`config.mk`:
```
export PLATFORM = sky130hd
export DESIGN_NAME = rc4_ram
export DESIGN_NICKNAME = d
export VERILOG_FILES = /design/src/hdl/rc4_ram.sv
export SDC_FILE = /design/constraint.sdc
export NUM_CORES = 2
export LEC_CHECK = 0
export BUFFER_PORTS_ARGS = -buffer_cell sky130_fd_sc_hd__buf_2
export CORE_MARGIN = 3
export CORE_UTILIZATION = 63
export CTS_CLUSTER_SIZE = 10
export DETAILED_ROUTE_END_ITERATION = 8
export GPL_ROUTABILITY_DRIVEN = 1
export PLACE_DENSITY = 0.79
export SLEW_MARGIN = 0
export SYNTH_ARGS = -nofsm -noshare
export SYNTH_HDL_FRONTEND = slang
export SYNTH_SLANG_ARGS = --single-unit
```
`constraint.sdc`:
```
create_clock -name i_clk -period 4.1 [get_ports i_clk]
set_input_delay 0.82 -clock i_clk [delete_from_list [all_inputs] [get_ports i_clk]]
set_output_delay 0.82 -clock i_clk [all_outputs]
set_load 0.02 [all_outputs]
```
`src/hdl/rc4_ram.sv`:
```
// ============================================================================
// rc4_ram
// Generic single-port RAM with registered read data.
// ============================================================================
module rc4_ram #(
    parameter  int WIDTH = 8,
    parameter  int DEPTH = 256,
    localparam int AW    = (DEPTH > 1) ? $clog2(DEPTH) : 1
) (
    input  logic             i_clk,
    input  logic             i_en,
    input  logic             i_we,
    input  logic [AW-1:0]    i_addr,
    input  logic [WIDTH-1:0] i_wdata,
    output logic [WIDTH-1:0] o_rdata
);

    logic [WIDTH-1:0] r_mem [DEPTH];
    logic [WIDTH-1:0] r_q;

    always_ff @(posedge i_clk) begin
        if (i_en) begin
            if (i_we) begin
                r_mem[i_addr] <= i_wdata;
            end else begin
                r_q <= r_mem[i_addr];
            end
        end
    end

    assign o_rdata = r_q;

endmodule

```
Word-level counts from Yosys, hierarchy flattened
Memories as Yosys holds them, arrays and structs flattened. A register that Yosys moved wholly into a read port is not among the register bits. Cells that the tools add are included. W data, S select, Z words.

Memory bits (writable): 2048. Register bits after elaboration: 0. Memories kept: 1. Input bits: 19. Output and inout port bits: 8. Word-level logic and storage cells: 6.

Memories: r_mem (words 256, width 8, read ports 1, clocked after Yosys merged registers in 1, write ports 1, RTL line 18) `logic [WIDTH-1:0] r_mem [DEPTH];`.

Bitwise gates (word level): 1. Reductions and logical operators: 1. Mux-type cells: 3.

Operator list (count): $mux W1 (3); $reduce_and A2 Y1 (1); $not A1 Y1 (1).

Longest topological paths before layout
Depth in word-level cells: 3. Gate-level depth with buffers: 9. Gate-level depth less buffers: 5.

Worst setup path before layout
Ideal clock, no wire load.

Kind: input to register. Start: in i_addr[0]. End: mem r_mem[117][0] (enable). Library setup time: 0.370 ns. Data arrival time: 2.745 ns. Required time: 3.730 ns. Stages on the path: 8. Path buffers: 5. Setup slack: 0.985 ns. Cell sequence: buf_2 > buf_6 > buf_2 > buf_2 > nor3b_1 > nand2_1 > clkbuf_1 > nor2_1.

RTL lines: start, declared (RTL line 13) `input logic [AW-1:0] i_addr,`; end, declared (RTL line 18).

Straight into the memory's write port.

==> metrics.cfg <==
[yosys]
synthTopCellsByArea=edfxtp_1, mux4_2, a22oi_1
muxShareOfSynthArea_pct=14.7
synth_top_family_by_area=multiplexers
synth_xor_area_share_pct=0
synth-compound-area-share_pct=3.63
synth_top_area_share_pct=78.8
synth_top_area_cell=edfxtp_1
seq_area_frac_synth_pct=78.8
synth_cells=3526
synthSimpleGateAreaFrac_pct=1.61
syn_area_um2=78400
yosys_warnings=0
syn_avg_cell_area_um2=22.2
syn_nets=3545
synth_adder_area_share_pct=0
ys_ff_latch=2056
synth.distinct_cells=21

[timing]
tightest_slew_ns=1.51
finalSetupViolCount=0
timing.slew.headroom_pct=-1.04
fmax_ghz=0.263
period_minus_slack_ns=3.80
final.period_utilization_pct=92.7
clock_skew_ns=0.0338
final_hold_viol_count=0
setup_tns_ns=0
rsz0062_at_grt=no
slew_violations=9

[route]
wl_met3_mm=26.4
via_count=41173
drt-vias-per-instance=7.29
drt-met1-wl_mm=68.6
dr.first_iter.drc_count=6701
drt-total-wl_mm=202
ant_nets=0
met2_length_mm=96.9
drc=0
dr.pass1.iters=6
wire_per_inst_um=35.7
highest-signal-layer=met5

[setup_path]
path_class=in2reg
path_common_cell=buf_12
cp-end-kind=register
cp_max_fo=38
slowest_delay_ns=1.15
cp.required_ns=4.61
crit_chain=buf_8 -> buf_12 -> buf_12 -> mux4_2 -> a22oi_1 -> a21oi_1 -> o41ai_1 -> buf_4 -> nand4_1
slowest_stage=o41ai_1
critPathLaunchType=input pin
crit_buf_inv=4
cp_data_arrival_time_ns=4.31
crit_family=compound AO/OA/AOI/OAI gates

[global_routing]
first_global_vias=41557
antenna_found_initial=10
grt_max_degree=128
track_usage_pct=32.2
overflow=0
grt_pass1_wl_mm=293

[placed_design]
place_congestion=0.860
placed_area_um2=83600
port_buffers=26
place_hpwl_mm=115

[power]
p_leak_nw=28.2
p_per_area_nw_per_um2=475
vdd_drop_max_uv=523
cellInternalPower_w=0.0338
combPwrFrac_pct=4.7
swShare_pct=20.7
seqPwrFrac_pct=54.4
power_switching_w=0.00884
pwr-share-clk_pct=40.9

[clock_network]
cts_tree=built
clock-sinks=2056
cts_resized=0
clk_latency_ns=0.84
clk_pin_slew_ns=0.06
clock_path_buffers=3
cts_buffers=224
clockRootBuffer=clkbuf_16
post-cts-setup-buffers=0
hold_buffers=0
h-tree-depth=4

[finish]
fin_nets=4015
layout_commonest_cell=edfxtp_1
ff_latch_area_um2=61700
multi_input_area_um2=15700
syn2layout_area_growth_pct=14.3
drive_gt1_share_pct=30.9
fillCellCount=6395
layout_common_cells=edfxtp_1, mux4_2, buf_4, nor2_1, a22oi_1
stdcell_area_um2=89600

[die]
chipHeight_um=359
die_width_um=359
die-area_um2=129000
start_util_pct=63.9
io-pin-count=27
core_um2=123000
num_rows=128

[min_path]
min-delay-path-class=in2reg

[flow_run]
cap_viol_max_count=1

[status]
status=finished with violations
violations=max-capacitance violations, max-slew violations

-- flip-flops by register name, summed over array words and instances (netlist names) --
name	count
o_rdata	8
r_mem	2048
-- per-layer routing --
metal / vias to the layer above / track usage, %
met1: 21216 / 44.3
met2: 3519 / 49.6
met4: 10 / 14.2
met5: - / 0
met3: 635 / 8.88
li1: 15793 / -
-- through the flow --
step                util [%]  std cells  power, W  hold slack (ns)  setup WS [ns]
finish                  73.0       5648    0.0426            0.488          0.301
global route            73.0       5642    0.0435            0.474          0.259
CTS                     73.0       5641    0.0427            0.440          0.300
detailed placement      68.2       5394    0.0256             1.03         -0.561
global placement        68.2       5393    0.0255             1.00         -0.701
floorplan                  -       3526    0.0246            0.896          0.985
-- cells by family after synthesis --
| logic type | after synthesis |
|---|---|
| flip-flops | 2056 |
| AO/OA/AOI/OAI | 416 |
| multiplexers | 512 |
| AND/OR/NAND/NOR | 317 |
| buffers and inverters | 225 |
-- worst reg2reg max path: stages, from the launching register on --
cell and delay [ns]:
edfxtp_1 0.40, mux4_2 0.50, a22oi_1 0.28, a21oi_1 0.21, o41ai_1 1.20, buf_4 0.28, nand4_1 0.09
-- final timing paths --
path                                     from             to  slack, ns  cells after the start
worst max-delay path                i_addr[0]     o_rdata[0]       0.30                      9
worst min-delay path               i_wdata[3]  r_mem[110][3]       0.49                      1
worst min register to register   r_mem[99][1]     o_rdata[1]       1.07                      5
worst max register to register  r_mem[239][0]     o_rdata[0]       0.83                      6
-- power groups by stage --
stage	clock (W)	sequential, W	combinational, W
2_1_floorplan	0	0.0236	0.000994
3_3_place_gp	0	0.0236	0.00189
4_1_cts	0.0175	0.0232	0.00198
3_5_place_dp	0	0.0236	0.00194
6_report	0.0174	0.0232	0.00200
5_1_grt	0.0183	0.0232	0.00208
-- cell type report --
cell class / instances / area share, %
diodes: 6 / 0.0168
well taps: 1625 / 2.27
repair buffers: 469 / 4.65
multi-input cells: 1245 / 17.5
clock inverters: 13 / 0.197
flip-flops and latches: 2056 / 68.9
clock buffers: 234 / 6.44
-- synth_stat cells --
library cell and count:
or2_2 1, buf_6 9, nand3_1 4, mux4_2 512, a21oi_1 128, edfxtp_1 2056, and4_1 1, o41ai_1 32
nor3_1 1, nand4_1 8, and2_1 2, buf_4 11, nand2b_1 2, buf_2 41, a22oi_1 256, nor3b_1 2
nand2_1 30, nor2b_1 7, buf_1 21, clkbuf_1 143, nor2_1 259
Note: power is estimated with default switching activity, not from simulation.
